`config.mk`:
```
export PLATFORM = sky130hd
export DESIGN_NAME = hcwp_packer
export DESIGN_NICKNAME = d
export VERILOG_FILES = /design/src/hdl/hcwp_pkg.sv /design/src/hdl/hcwp_packer.sv
export SDC_FILE = /design/constraint.sdc
export NUM_CORES = 1
export LEC_CHECK = 0
export BUFFER_PORTS_ARGS = -buffer_cell sky130_fd_sc_hd__clkbuf_2
export CAP_MARGIN = 30
export CORE_MARGIN = 1.5
export CORE_UTILIZATION = 61
export DETAILED_ROUTE_END_ITERATION = 8
export MAX_ROUTING_LAYER = met4
export PLACE_DENSITY = 0.88
export SLEW_MARGIN = 20
export SYNTH_ARGS = -nofsm -noshare
export SYNTH_HDL_FRONTEND = slang
export SYNTH_SLANG_ARGS = --single-unit
```
`constraint.sdc`:
```
create_clock -name clk -period 7.1 [get_ports clk]
set_clock_uncertainty 0.15 [all_clocks]
set_input_delay 1.065 -clock clk [delete_from_list [all_inputs] [get_ports clk]]
set_output_delay 1.065 -clock clk [all_outputs]
set_load 0.01 [all_outputs]
```
`src/hdl/hcwp_pkg.sv`:
```
// Shared types and constants for the Huffman code word packer.
package hcwp_pkg;

    localparam int CODE_W    = 32;
    localparam int LEN_W     = 6;
    localparam int ENTRY_W   = CODE_W + LEN_W;
    localparam int MODE_W    = 2;
    localparam int SYM_W     = 16;
    localparam int S_TDATA_W = 56;

    localparam logic [MODE_W-1:0] MODE_LOAD   = 2'd0;
    localparam logic [MODE_W-1:0] MODE_ENCODE = 2'd1;
    localparam logic [MODE_W-1:0] MODE_FLUSH  = 2'd2;

    typedef struct packed {
        logic [MODE_W-1:0] mode;
        logic [CODE_W-1:0] code;
        logic [LEN_W-1:0]  len;
    } hcwp_item_t;

endpackage

```
`src/hdl/hcwp_packer.sv`:
```
// Bit accumulator, word splitter and output word buffer.
module hcwp_packer
    import hcwp_pkg::*;
#(
    parameter int WORD_BITS = 16
)
(
    input  logic                 clk,
    input  logic                 rst_n,
    input  logic                 item_valid,
    input  hcwp_item_t           item,
    output logic                 item_ready,
    output logic                 m_tvalid,
    input  logic                 m_tready,
    output logic [WORD_BITS-1:0] word,
    output logic                 m_tlast
);

    localparam int ACC_W     = WORD_BITS - 1 + CODE_W;
    localparam int TW        = $clog2(ACC_W + 1);
    localparam int MAX_WORDS = ACC_W / WORD_BITS;
    localparam int NW_W      = $clog2(MAX_WORDS + 1);
    localparam int PW        = $clog2(WORD_BITS);

    logic [WORD_BITS-2:0] acc_reg, acc_next;
    logic [PW-1:0]        pend_reg, pend_next;
    logic [NW_W-1:0]      ob_cnt_reg, ob_cnt_next;
    logic                 ob_last_reg, ob_last_next;
    logic [ACC_W-1:0]     ob_vec_reg, ob_vec_next;
    logic [TW-1:0]        ob_bits_reg, ob_bits_next;

    logic [LEN_W-1:0]     len_eff;
    logic [ACC_W-1:0]     code_mask;
    logic [ACC_W-1:0]     vec;
    logic [ACC_W-1:0]     flush_vec;
    logic [TW-1:0]        total;
    logic [TW-1:0]        rem;
    logic [NW_W-1:0]      nwords;
    logic [NW_W-1:0]      out_words;
    logic [TW-1:0]        sh;
    logic                 buf_free;
    logic                 fire;
    logic                 emit;

    always_comb
    begin
        len_eff   = (item.len > LEN_W'(CODE_W)) ? LEN_W'(CODE_W) : item.len;
        code_mask = ~({ACC_W{1'b1}} << len_eff);
        vec       = (ACC_W'(acc_reg) << len_eff) | (ACC_W'(item.code) & code_mask);
        total     = TW'(pend_reg) + TW'(len_eff);
        nwords    = '0;
        rem       = total;
        for (int k = 1; k <= MAX_WORDS; k++)
        begin
            if (total >= TW'(k * WORD_BITS))
            begin
                nwords = NW_W'(k);
                rem    = total - TW'(k * WORD_BITS);
            end
        end
        flush_vec = ACC_W'(acc_reg) << (TW'(WORD_BITS) - TW'(pend_reg));
        case (item.mode)
            MODE_ENCODE: out_words = nwords;
            MODE_FLUSH:  out_words = NW_W'(1);
            default:     out_words = '0;
        endcase
    end

    assign m_tvalid   = (ob_cnt_reg != '0);
    assign emit       = m_tvalid && m_tready;
    assign buf_free   = (ob_cnt_reg == '0) || ((ob_cnt_reg == NW_W'(1)) && m_tready);
    assign item_ready = (out_words == '0) || buf_free;
    assign fire       = item_valid && item_ready;

    always_comb
    begin
        acc_next     = acc_reg;
        pend_next    = pend_reg;
        ob_cnt_next  = ob_cnt_reg;
        ob_last_next = ob_last_reg;
        ob_vec_next  = ob_vec_reg;
        ob_bits_next = ob_bits_reg;
        if (emit)
        begin
            ob_cnt_next  = ob_cnt_reg - NW_W'(1);
            ob_bits_next = ob_bits_reg - TW'(WORD_BITS);
        end
        if (fire)
        begin
            case (item.mode)
                MODE_ENCODE:
                begin
                    acc_next  = (WORD_BITS-1)'(vec & ~({ACC_W{1'b1}} << rem));
                    pend_next = PW'(rem);
                    if (nwords != '0)
                    begin
                        ob_cnt_next  = nwords;
                        ob_last_next = 1'b0;
                        ob_vec_next  = vec;
                        ob_bits_next = total;
                    end
                end
                MODE_FLUSH:
                begin
                    acc_next     = '0;
                    pend_next    = '0;
                    ob_cnt_next  = NW_W'(1);
                    ob_last_next = 1'b1;
                    ob_vec_next  = flush_vec;
                    ob_bits_next = TW'(WORD_BITS);
                end
                default:
                begin
                    acc_next = acc_reg;
                end
            endcase
        end
    end

    always_ff @(posedge clk or negedge rst_n)
    begin
        if (!rst_n)
        begin
            acc_reg     <= '0;
            pend_reg    <= '0;
            ob_cnt_reg  <= '0;
            ob_last_reg <= 1'b0;
        end
        else
        begin
            acc_reg     <= acc_next;
            pend_reg    <= pend_next;
            ob_cnt_reg  <= ob_cnt_next;
            ob_last_reg <= ob_last_next;
        end
    end

    always_ff @(posedge clk)
    begin
        ob_vec_reg  <= ob_vec_next;
        ob_bits_reg <= ob_bits_next;
    end

    assign sh      = ob_bits_reg - TW'(WORD_BITS);
    assign word    = WORD_BITS'(ob_vec_reg >> sh);
    assign m_tlast = ob_last_reg;

    a_bits_cover: assert property (@(posedge clk) disable iff (!rst_n)
        (ob_cnt_reg != '0) |-> (ob_bits_reg >= TW'(WORD_BITS)))
        else $error("buffered bit count below one word");

    a_no_overwrite: assert property (@(posedge clk) disable iff (!rst_n)
        (fire && (out_words != '0)) |->
        ((ob_cnt_reg == '0) || ((ob_cnt_reg == NW_W'(1)) && m_tready)))
        else $error("word buffer overwritten while words remain");

    a_last_single: assert property (@(posedge clk) disable iff (!rst_n)
        (ob_last_reg && (ob_cnt_reg != '0)) |-> (ob_cnt_reg == NW_W'(1)))
        else $error("last word buffered with further words");

    a_flush_clears: assert property (@(posedge clk) disable iff (!rst_n)
        (fire && (item.mode == MODE_FLUSH)) |=> ((pend_reg == '0) && (acc_reg == '0)))
        else $error("accumulator not empty after flush");

endmodule

```
---- Word level (Yosys, flattened, before mapping) ----
Cells that the tools add are included.
W data, S select, Z words.
word-level totals
  output and inout bits ................... 19
  register bits ........................... 75
  input bits .............................. 44
  logic and storage cells ................. 61
cells by class
  reduce and logical (&&, ||, !) cells .... 12
  muxes and demuxes ....................... 20
  bitwise operators ....................... 5
  $add $sub $neg .......................... 6
  order comparisons ....................... 3
  equality and inequality tests ........... 4
  shift operators ......................... 5
operator list
  operator                 number
  $pmux W47 S2             1
  $shl A15 B6 Y47          2
  $and A32 B47 Y47         1
  $mux W47                 1
  $not A47 Y47             1
  $or A47 B47 Y47          1
  $shl A47 B6 Y15 const A  1
  $shl A47 B6 Y47 const A  1
  $shr A47 B6 Y16          1
  $mux W6                  6
  $pmux W15 S2             1
  $and A15 B15 Y15         1
  $not A15 Y15             1
  $pmux W6 S2              1
  $sub A6 B5 Y6 const B    2
  $mux W2                  4
  $pmux W2 S2              2
  $pmux W4 S2              1
  $add A4 B6 Y6            1
  $ge A6 B5 Y1 const B     1
  $ge A6 B6 Y1 const B     1
  $gt A6 B6 Y1 const B     1
  $reduce_bool A2 Y1       3
  $sub A5 B4 Y6 const A    1
  other kinds (12)         18

---- Logic depth before layout (Yosys ltp) ----
Gate-level depths: netlist (run 1).
  word-level depth ........................ 11
  gate-level depth with buffers ........... 13
  gate-level depth less buffers ........... 10

---- Worst setup path before layout (run 1) ----
OpenSTA, ideal clock, no wires.
  path type ............................... input -> register
  start point ............................. input port item[5] (netlist bit)
  end point ............................... register ob_bits_reg[0], enable pin
  buffers on the path ..................... 2
  setup time .............................. 0.466 ns
  slack ................................... 1.173 ns
  stages on the path ...................... 11
  required time ........................... 6.484 ns
  data arrival time ....................... 5.311 ns
  cells stage by stage .................... buf_4 nand2b_1 inv_1 clkbuf_1 ha_1 o21ai_0 nor4_4 and3_1 o21a_1 a21oi_1 nor2b_1
between the ends
  cells in the longest elaborated chain, start to end .. 11
  elaborated cells between the ends (all ways) .. 15
  classes of those cells .................. add/sub: 1; order compare: 3; mux: 7; reduce/logical: 4
RTL lines
  item                  RTL line            RTL
  from (decl)           hcwp_packer.sv:11   input hcwp_item_t item,
  $gt A6 B6 Y1          hcwp_packer.sv:47   len_eff = (item.len > LEN_W'(CODE_W)) ? LEN_W'(CODE_W) : item.len;
  $mux W6 (*)           hcwp_packer.sv:47
  $add A4 B6 Y6 (*)     hcwp_packer.sv:50   total = TW'(pend_reg) + TW'(len_eff);
  $ge A6 B5 Y1          hcwp_packer.sv:55   if (total >= TW'(k * WORD_BITS))
  $mux W1               hcwp_packer.sv:55
  $mux W2               hcwp_packer.sv:55
  $pmux W2 S2           hcwp_packer.sv:62   case (item.mode)
  $logic_not A2 Y1      hcwp_packer.sv:72   assign item_ready = (out_words == '0) || buf_free;
  $logic_or A1 B1 Y1    hcwp_packer.sv:72
  $logic_and A1 B1 Y1   hcwp_packer.sv:73   assign fire = item_valid && item_ready;
  $mux W6 (*)           hcwp_packer.sv:88   if (fire)
  to (signal assigned)  hcwp_packer.sv:141  ob_bits_reg <= ob_bits_next;
  to (decl)             hcwp_packer.sv:30   logic [TW-1:0] ob_bits_reg, ob_bits_next;
Every way passes the cells marked *; elsewhere a longest branch is shown, timed or not.
A chain may end at the register's enable or synchronous reset.

---- Worst setup path in the final report (run 1) ----
  start point ............................. input port item[5] (netlist bit)
  end point ............................... output port item_ready
between the ends
  cells in the longest elaborated chain, start to end .. 9
  elaborated cells between the ends (all ways) .. 10
  classes of those cells .................. add/sub: 1; order compare: 3; mux: 4; reduce/logical: 2
RTL lines
  item                    RTL line           RTL
  $gt A6 B6 Y1            hcwp_packer.sv:47
  $mux W6 (*)             hcwp_packer.sv:47
  $add A4 B6 Y6 (*)       hcwp_packer.sv:50
  $ge A6 B5 Y1            hcwp_packer.sv:55
  $mux W1                 hcwp_packer.sv:55
  $mux W2 (*)             hcwp_packer.sv:55
  $pmux W2 S2 (*)         hcwp_packer.sv:62
  $logic_not A2 Y1 (*)    hcwp_packer.sv:72
  $logic_or A1 B1 Y1 (*)  hcwp_packer.sv:72
  to (decl)               hcwp_packer.sv:12  output logic item_ready,
Marks and branches as above.

==> results by group, run 1 <==
CTS
  – Clk buf depth: 2
  – Total CTS buffers: 9
  – CTS tree: yes
  – Root buffer cell: clkbuf_16
  – Clk_lat worst skew: between 300 and 400 ps
  – Hold_buf cts: 0
  – Clock net sink count: 75
  – Post-cts sizing count: 0
  – H-tree Lvls: 3
  – Reg clk slew, reported paths: ~70 ps
  – Post-CTS setup buffers: 0

Timing
  – Fmax achieved: 197 MHz
  – Setup tns final: 0 ps
  – Max-slew headroom: 0.361
  – Final setup viols: 0
  – Fin. Hold Viols: 0
  – Slew Viols, Final: 0
  – Post-layout min period: between 5000 and 6000 ps
  – Final period utilization: 0.714
  – Worst slew pin tran: ~950 ps
  – Unrepaired setup endpoints after global routing: no

Yosys
  – Sequential share of the synthesized area: 0.243
  – Cell variety after synth: 88
  – Syn Area/Cell: a little under 9 µm²
  – Ys flop type: edfxtp_1
  – Post-synth design cell area: 8740 µm²
  – Post-synth top area cell: edfxtp_1
  – Largest cells by area after synthesis: edfxtp_1 (18%), mux4_2 (15%), mux2i_1 (7.9%)
  – Top-area cell type share of the netlist area: 0.175
  – EDFF count, synth: 51
  – Post-Syn Nets: between 1000 and 1500
  – Synth async-reset ratio: 0.293
  – Synthesized instance count: between 900 and 1000
  – YS warnings: 0
  – Synthesized flop and latch total: 75

Critical path
  – Worst Setup Start Kind: primary input
  – Crit Path Max Fanout: 19
  – Crit-path slowest cell: ha_1
  – Stages on worst setup path: 9
  – Crit path required time: roughly 5900 ps
  – Critical path type: primary input to output port
  – CP peak stage delay: a little over 500 ps
  – Most Frequent Cell on Critical Path: clkbuf_2
  – CP top delay family: simple AND/OR/NAND/NOR gates
  – Worst path bufs/invs: 3
  – CP endpoint kind: output port
  – Worst path arrival time: roughly 3900 ps
  – CP cell instances: clkbuf_2 > nand2b_1 > inv_1 > ha_1 > o21ai_0 > nor4_4 > nand4_1 > nand3_1 > clkbuf_2
  – R2r worst-path depth: 7

Floorplanning
  – Chip height: between 100 and 150 µm
  – IO Pins: 63
  – Number of core rows: 43
  – Starting density of the core: 0.628
  – Core area: 13900 µm²
  – Die ar.: approximately 15000 µm²
  – Die width: around 120 µm

GRT
  – First-pass GRT wire length: between 40000 and 50000 µm
  – Initial antenna violation count: 1
  – Global route total overflow: 0
  – Number of global-route vias before repair: 8035
  – GRT Total Usage: 0.449
  – Pin count of the biggest net entering global routing: 52

Placement
  – RePlAce Congestion: 1.08
  – Count of input and output buffers: slightly above 60
  – DP HPWL: ~24000 µm

Cells and area
  – Util after Layout: 0.663
  – Area grow syn2layout: 5.64%
  – Max FFs per register: 47
  – Layout cells sized above 1: 0.188
  – Nets: ~1000
  – Layout fillers: 1154

Status
  – Status: completed

Power and ir drop
  – Power density of the placed cells: 361 nW/µm²
  – Leak Pwr: about 3.5 nW
  – Worst vdd ir: roughly 0.27 mV

Routing
  – Final ANT Viol Nets: 0
  – Vias: 8900
  – Drt first pass iters: 6
  – Residual DRC: 0
  – WL/cell: around 27 µm
  – Vias/cell: between 7 and 8
  – Drt total wl: about 32000 µm
  – Iter 0 DRT Violations: around 1500

Min path
  – Class of the worst hold path: flop to flop
  – Hold Path Stages: 2

Flow run
  – Max-cap violations: 0
-- per-layer routing --
metal	GRT usage	up-vias	share of wire
li1	-	3817	-
met5	-	-	0
met2	0.642	715	0.43
met3	0.109	158	0.13
met1	0.594	4210	0.39
met4	0.222	0	0.057
-- kinds of logic (layout without fill, tap and decap cells) --
family | Yosys count | count (layout) | share of synthesized area
XOR/XNOR | 11 | 11 | 0.0127
multiplexers | 139 | 139 | 0.243
AO/OA/AOI/OAI | 320 | 320 | 0.250
buffers and inverters | 122 | 125 | 0.0665
flip-flops | 75 | 75 | 0.243
AND/OR/NAND/NOR | 316 | 316 | 0.173
other | 0 | 1 | 0
adder cells (fa/ha/maj) | 9 | 9 | 0.0126
-- synth_stat cells (all sizes together) (7+ instances only) --
library cell  instances
edfxtp               51
ha                    8
and2                 14
o21ai                75
o22ai                22
a31oi                12
clkbuf               44
nor3                 11
buf                  47
mux2                 13
inv                  31
a32oi                 8
a221o                 7
nand2               119
nor2                 81
mux2i                69
a221oi                8
nor2b                 9
a22oi                19
nand2b                8
o21a                 13
o211ai               11
o31ai                13
and3                  9
dfrtp                22
a21oi                55
a21o                 10
xnor2                 8
nand3                34
nor3b                12
a211oi               11
mux4                 57
-- path summary, 6_finish.rpt --
check	startpoint	slack, ps	end
worst max register to register	pend_reg[1]	2970	ob_vec_reg[20]
worst max-delay path	item[5]	2030	item_ready
min in group asynchronous	rst_n	550	acc_reg[10]
max in group asynchronous	rst_n	5870	acc_reg[6]
worst min register to register	m_tlast	420	m_tlast
worst min-delay path	m_tlast	420	m_tlast
-- through the flow --
| stage | setup slack, ps | cells | area [µm²] | hold WS (ps) | power, W |
|---|---|---|---|---|---|
| after floorplan | 1170 | 992 | 8740 | 387 | 0.00221 |
| after global placement | 2100 | 1156 | 8920 | 405 | 0.00274 |
| after detailed placement | 1970 | 1157 | 8920 | 405 | 0.00277 |
| after CTS | 2120 | 1173 | 9220 | 418 | 0.00323 |
| after global routing | 1820 | 1176 | 9240 | 452 | 0.00348 |
| final | 2030 | 1176 | 9240 | 423 | 0.00334 |
-- tightest hold or removal path, delay by kind of cell (launching register included) --
family	cells	cell delay [ps]
AOI/OAI and AO/OA	2	140
DFF	1	400
-- placed cells by master, fill, tap and decap left out, types with 8 or more instances in the layout --
master and count:
a22oi_1 19, a221oi_1 8, clkbuf_16 10, nand2_1 119, ha_1 8, o21a_1 13, o211ai_1 11, nand3_1 34
a31oi_1 12, and2_1 14, and3_1 9, mux2i_1 69, buf_4 13, mux4_2 57, dfrtp_1 22, mux2_2 13
o31ai_1 12, a32oi_1 8, nor2_1 80, o21ai_0 57, nor3b_1 11, nor3_1 8, o22ai_1 22, o21ai_1 16
clkbuf_2 62, inv_1 30, edfxtp_1 51, a21o_1 10, a21oi_1 55
-- report_power, final --
group | leakage (nW) | internal (W) | total (W) | switching [W]
sequential | 0.783 | 0.000580 | 0.000822 | 0.000241
clock | 0.139 | 0.000262 | 0.000458 | 0.000196
combinational | 2.58 | 0.000767 | 0.00206 | 0.00129
-- layout make-up --
class | count | area, µm² | share of cell area
Clock inverter | 5 | 43.8 | 0.00474
Timing Repair Buffer | 78 | 425 | 0.0461
Tap cell | 180 | 225 | 0.0244
Multi-Input combinational cell | 795 | 6050 | 0.655
Inverter | 31 | 116 | 0.0126
Clock buffer | 11 | 254 | 0.0275
Sequential cell | 75 | 2120 | 0.230
Antenna cell | 1 | 2.50 | 0.000271
No activity file was read; power rests on OpenSTA's default activity.
==> run 2, diff against run 1 <==
--- a/config.mk
+++ b/config.mk
@@ -8,10 +8,10 @@
 export BUFFER_PORTS_ARGS = -buffer_cell sky130_fd_sc_hd__clkbuf_2
 export CAP_MARGIN = 30
 export CORE_MARGIN = 1.5
-export CORE_UTILIZATION = 61
+export CORE_UTILIZATION = 57
 export DETAILED_ROUTE_END_ITERATION = 8
 export MAX_ROUTING_LAYER = met4
-export PLACE_DENSITY = 0.88
+export PLACE_DENSITY = 0.86
 export SLEW_MARGIN = 20
 export SYNTH_ARGS = -nofsm -noshare
 export SYNTH_HDL_FRONTEND = slang
==> constraint.sdc (replaced) <==
create_clock -name clk -period 4.2 [get_ports clk]
set_clock_uncertainty 0.15 [all_clocks]
set_input_delay 0.63 -clock clk [delete_from_list [all_inputs] [get_ports clk]]
set_output_delay 0.63 -clock clk [all_outputs]
set_load 0.01 [all_outputs]
==> results by group, run 2 (same netlist as run 1, synthesis figures left out) <==
Status
  – Status: completed

Routing
  – Drt first pass iters: 6
  – Residual DRC: 0
  – Final ANT Viol Nets: 0
  – Vias/cell: 7.22
  – Iter 0 DRT Violations: ~1100
  – WL/cell: 26.4 µm
  – Drt total wl: 31900 µm
  – Vias: 8734

Power and ir drop
  – Internal: roughly 0.0028 W
  – Clk network pwr share: 0.130
  – Worst vdd ir: approximately 0.33 mV
  – P_sw: roughly 0.003 W
  – Comb pwr share: 0.640
  – Total power: approximately 0.0058 W
  – Sequential share of power: 0.229
  – Switch share: 0.508
  – Leak Pwr: ~3.6 nW
  – Power density of the placed cells: 608 nW/µm²

CTS
  – H-tree Lvls: 3
  – Hold_buf cts: 0
  – Post-CTS setup buffers: 0
  – Clk_lat worst skew: between 300 and 400 ps
  – Root buffer cell: clkbuf_16
  – Clk buf depth: 2
  – CTS tree: yes
  – Reg clk slew, reported paths: 60 ps
  – Clock net sink count: 75
  – Post-cts sizing count: 0
  – Total CTS buffers: 9

Cells and area
  – Commonest non-fill, non-tap cell in the layout: nand2_1
  – Layout fillers: about 1300
  – Layout cells sized above 1: 0.210
  – Nets: 1068
  – Area grow syn2layout: 8.41%
  – Fin area: 9480 µm²
  – Max FFs per register: 47
  – Antenna cells: 0
  – Most frequent cells in the layout: nand2_1 (119), nor2_1 (80), mux2i_1 (69), clkbuf_2 (62)

Critical path
  – Worst Setup Start Kind: flop
  – Worst path arrival time: approximately 2900 ps
  – Critical path type: flop to output port
  – CP peak stage delay: between 800 and 900 ps
  – Most Frequent Cell on Critical Path: mux4_2
  – CP endpoint kind: output port
  – FF-to-FF Start: pend_reg[1]
  – R2R Setup Slk: between 600 and 700 ps
  – CP cell instances: buf_4 > mux4_2 > mux4_2 > nand2_1 > o21ai_1 > o21a_1 > clkbuf_2
  – Worst Setup SP: ob_bits_reg[1]
  – Crit-path slowest cell: edfxtp_1
  – Crit path required time: 3420 ps
  – Reg2reg end: ob_vec_reg[23]
  – Crit Path Max Fanout: 17
  – R2r worst-path depth: 9

GRT
  – Pin count of the biggest net entering global routing: 52
  – GR Util met2: 0.619
  – GRT Total Usage: 0.415
  – Initial antenna violation count: 0
  – Global route total overflow: 0
  – First-pass GRT wire length: just under 50000 µm
  – Number of global-route vias before repair: approximately 8000
  – Most Used Layer, Global Route: met2
  – M1 GR Usage: 0.566
  – Met3 Use GR: 0.0654

Timing
  – Final setup viols: 0
  – Fin. Hold Viols: 0
  – Final period utilization: 0.870
  – Setup tns final: 0 ps
  – Slew Viols, Final: 0
  – Unrepaired setup endpoints after global routing: no
  – Post-layout min period: between 3000 and 4000 ps
  – Fmax achieved: 274 MHz
  – Worst slew pin tran: between 900 and 1000 ps
  – Max-slew headroom: 0.331

Floorplanning
  – Starting density of the core: 0.580
  – Core area: roughly 15000 µm²
  – Die ar.: 16100 µm²
  – Number of core rows: between 40 and 50
  – Chip height: ~130 µm
  – Die width: between 100 and 150 µm
  – IO Pins: 63

Min path
  – Class of the worst hold path: primary input to asynchronous set/reset pin

Flow run
  – Max-cap violations: 0

Placement
  – Count of input and output buffers: 62
  – DP HPWL: about 25000 µm
  – Placement Cell Area: approximately 9200 µm²
  – RePlAce Congestion: 1.08
[run 2: cell types whose count changed in the layout (fill, tap and decap cells not counted), sizes merged]
cell and delta:
buf +27, clkbuf -2, clkinv +1, clkinvlp -1
diode -1, inv +1
[run 2: power by group through the flow]
stage | logic (W) | registers (W) | clock network (W)
6_report | 0.00369 | 0.00132 | 0.000751
5_1_grt | 0.00392 | 0.00134 | 0.000781
4_1_cts | 0.00358 | 0.00130 | 0.000754
3_5_place_dp | 0.00356 | 0.00131 | 0
3_3_place_gp | 0.00354 | 0.00130 | 0
2_1_floorplan | 0.00265 | 0.00109 | 0
[run 2: how the worst max path moves through the flow]
stage                     end  slack [ps]  cells past startpoint
2_1_floorplan  ob_bits_reg[0]         220                     11
3_3_place_gp   ob_vec_reg[36]         510                     12
3_5_place_dp   ob_vec_reg[27]         390                     12
4_1_cts               word[0]         570                      8
5_1_grt        ob_vec_reg[38]         390                     11
6_report             word[10]         540                      7
[run 2: routing by layer]
metal / wire, µm / share of wire
met2: 14300 / 0.45
met3: 3530 / 0.11
met1: 12500 / 0.39
met5: 0 / 0
met4: 1460 / 0.046
[run 2: critical path, delay by kind of cell (launching register included)]
| family | cells | cell delay (ps) |
|---|---|---|
| mux | 2 | 870 |
| compound gates | 2 | 280 |
| flops | 1 | 840 |
| simple gates | 1 | 100 |
| buf+inv | 2 | 440 |
[run 2: area by class of cell]
| type | count | area (µm²) | area share |
|---|---|---|---|
| multi-input combinational | 795 | 6050 | 0.638 |
| sequential | 75 | 2120 | 0.224 |
| timing repair buffer | 104 | 663 | 0.0699 |
| clock buffer | 10 | 250 | 0.0264 |
| tap | 188 | 235 | 0.0248 |
| inverter | 31 | 116 | 0.0123 |
| clock inverter | 6 | 45.0 | 0.00475 |
[run 2: per-stage QoR]
| stage | instances | utilization | hold slack [ps] | setup WS [ps] |
|---|---|---|---|---|
| detailed placement | 1193 | 0.609 | 415 | 393 |
| CTS | 1209 | 0.628 | 139 | 571 |
| floorplan | 992 | - | 184 | 219 |
| global placement | 1193 | 0.609 | 409 | 514 |
| global route | 1209 | 0.628 | 179 | 394 |
| finish | 1209 | 0.628 | 131 | 545 |
==> run 3, diff against run 2 <==
--- a/config.mk
+++ b/config.mk
@@ -8,10 +8,11 @@
 export BUFFER_PORTS_ARGS = -buffer_cell sky130_fd_sc_hd__clkbuf_2
 export CAP_MARGIN = 30
 export CORE_MARGIN = 1.5
-export CORE_UTILIZATION = 57
+export CORE_UTILIZATION = 58
+export CTS_BUF_LIST = sky130_fd_sc_hd__clkbuf_4 sky130_fd_sc_hd__clkbuf_8
 export DETAILED_ROUTE_END_ITERATION = 8
 export MAX_ROUTING_LAYER = met4
-export PLACE_DENSITY = 0.86
+export PLACE_DENSITY = 0.87
 export SLEW_MARGIN = 20
 export SYNTH_ARGS = -nofsm -noshare
 export SYNTH_HDL_FRONTEND = slang
==> results by group, run 3 (same netlist as run 1, synthesis figures left out) <==
Status
  – Status: finished, violations left
  – Violated checks: DRC

Floorplanning
  – Starting density of the core: 0.597
  – Chip height: 126 µm
  – IO Pins: 63
  – Number of core rows: 44
  – Die width: 126 µm
  – Die ar.: around 16000 µm²
  – Core area: between 10000 and 15000 µm²

Critical path
  – FF-to-FF Start: pend_reg[1]
  – CP cell instances: buf_12 > mux2i_1 > nor2_1 > a31oi_1 > mux4_2 > mux2_2 > a21oi_1 > clkbuf_2
  – Critical path type: flop to output port
  – Reg2reg end: ob_vec_reg[23]
  – Crit-path slowest cell: edfxtp_1
  – R2R Setup Slk: roughly 660 ps
  – Crit path required time: 3420 ps
  – Worst path bufs/invs: 2
  – CP top delay family: multiplexers
  – Crit Path Max Fanout: 35
  – Worst Setup Start Kind: flop
  – CP endpoint kind: output port
  – CP peak stage delay: between 800 and 900 ps
  – R2r worst-path depth: 9
  – Worst path arrival time: between 2000 and 3000 ps

Routing
  – Vias: roughly 9000
  – Drt total wl: 32700 µm
  – Residual DRC: 2
  – Vias/cell: 7.41
  – Drt first pass iters: 9
  – Iter 0 DRT Violations: approximately 1300
  – WL/cell: between 20 and 30 µm
  – Final ANT Viol Nets: 0

Timing
  – Slew Viols, Final: 0
  – Unrepaired setup endpoints after global routing: no
  – Worst slew pin tran: between 900 and 1000 ps
  – Final period utilization: 0.878
  – Min Hold Slack: around 94 ps
  – Fmax achieved: ~270 MHz
  – Final setup viols: 0
  – Post-layout min period: roughly 3700 ps
  – Max-slew headroom: 0.392
  – Setup tns final: 0 ps
  – Fin. Hold Viols: 0

GRT
  – Initial antenna violation count: 0
  – Number of global-route vias before repair: around 8400
  – First-pass GRT wire length: 50300 µm
  – GRT Total Usage: 0.429
  – Pin count of the biggest net entering global routing: 52
  – Global route total overflow: 0

Cells and area
  – Max FFs per register: 47
  – Multi-input gate area: roughly 6000 µm²
  – Area grow syn2layout: 7.54%
  – Most frequent cells in the layout: nand2_1 (119), nor2_1 (80), mux2i_1 (69), clkbuf_2 (62)
  – Layout fillers: 1250
  – Antenna cells: 0
  – Commonest non-fill, non-tap cell in the layout: nand2_1
  – Layout cells sized above 1: 0.214
  – Seq. cell area: approximately 2100 µm²
  – Util after Layout: 0.642
  – Nets: roughly 1100
  – Layout Cells excl Fill: around 1200

CTS
  – Root buffer cell: clkbuf_8
  – Clk buf depth: 2
  – CTS tree: yes
  – Clock net sink count: 75
  – H-tree Lvls: 3
  – Post-CTS setup buffers: 0
  – Hold_buf cts: 0
  – Clk_lat worst skew: roughly 360 ps
  – Reg clk slew, reported paths: around 90 ps
  – Post-cts sizing count: 0
  – Total CTS buffers: 9

Power and ir drop
  – Worst vdd ir: approximately 0.36 mV
  – Power density of the placed cells: about 600 nW/µm²
  – Leak Pwr: around 3.6 nW
  – Total power: about 0.0056 W

Min path
  – Class of the worst hold path: primary input to asynchronous set/reset pin

Placement
  – DP HPWL: between 20000 and 30000 µm
  – Dpl cells: roughly 1200
  – RePlAce Congestion: ~1.1
  – Count of input and output buffers: 62

Flow run
  – Max-cap violations: 0
-- run 3: cell types whose count changed in the layout (fill, tap and decap cells not counted), sizes merged --
cell | before | now
inv | 34 | 37
clkinv | 2 | 0
buf | 42 | 47
-- run 3: worst max path at each step --
stage,start,endpoint,slack [ps],depth (start not counted)
2_1_floorplan,item[5],ob_bits_reg[0],220,11
3_3_place_gp,item[5],ob_vec_reg[39],650,12
3_5_place_dp,item[5],ob_vec_reg[31],530,12
4_1_cts,ob_bits_reg[1],word[0],520,8
5_1_grt,ob_bits_reg[1],word[0],320,8
6_report,ob_bits_reg[1],word[0],510,8
-- run 3: area by class of cell --
cell class,instances,share of cell area
clock buffers,9,0.0132
clock inverters,7,0.00585
multi-input cells,795,0.643
repair buffers,110,0.0753
flip-flops and latches,75,0.226
well taps,184,0.0245
inverters,31,0.0124
-- run 3: per-stage QoR --
stage / cell area (µm²) / setup WS, ps
floorplan: 8750 / 219
global placement: 9220 / 648
detailed placement: 9220 / 534
CTS: 9400 / 521
global route: 9400 / 319
finish: 9400 / 512
-- run 3: report_power, final --
part | internal [W] | switching, W | leakage [nW]
clock network | 0.000223 | 0.000293 | 0.0919
registers | 0.000980 | 0.000324 | 0.783
logic | 0.00143 | 0.00236 | 2.75
-- run 3: metal layers --
metal / global-route usage / vias to the layer above / routed length (µm)
li1: - / 3880 / -
met1: 0.561 / 4249 / 12600
met2: 0.656 / 712 / 14700
met3: 0.0709 / 128 / 3680
met4: 0.201 / 0 / 1720
met5: - / - / 0
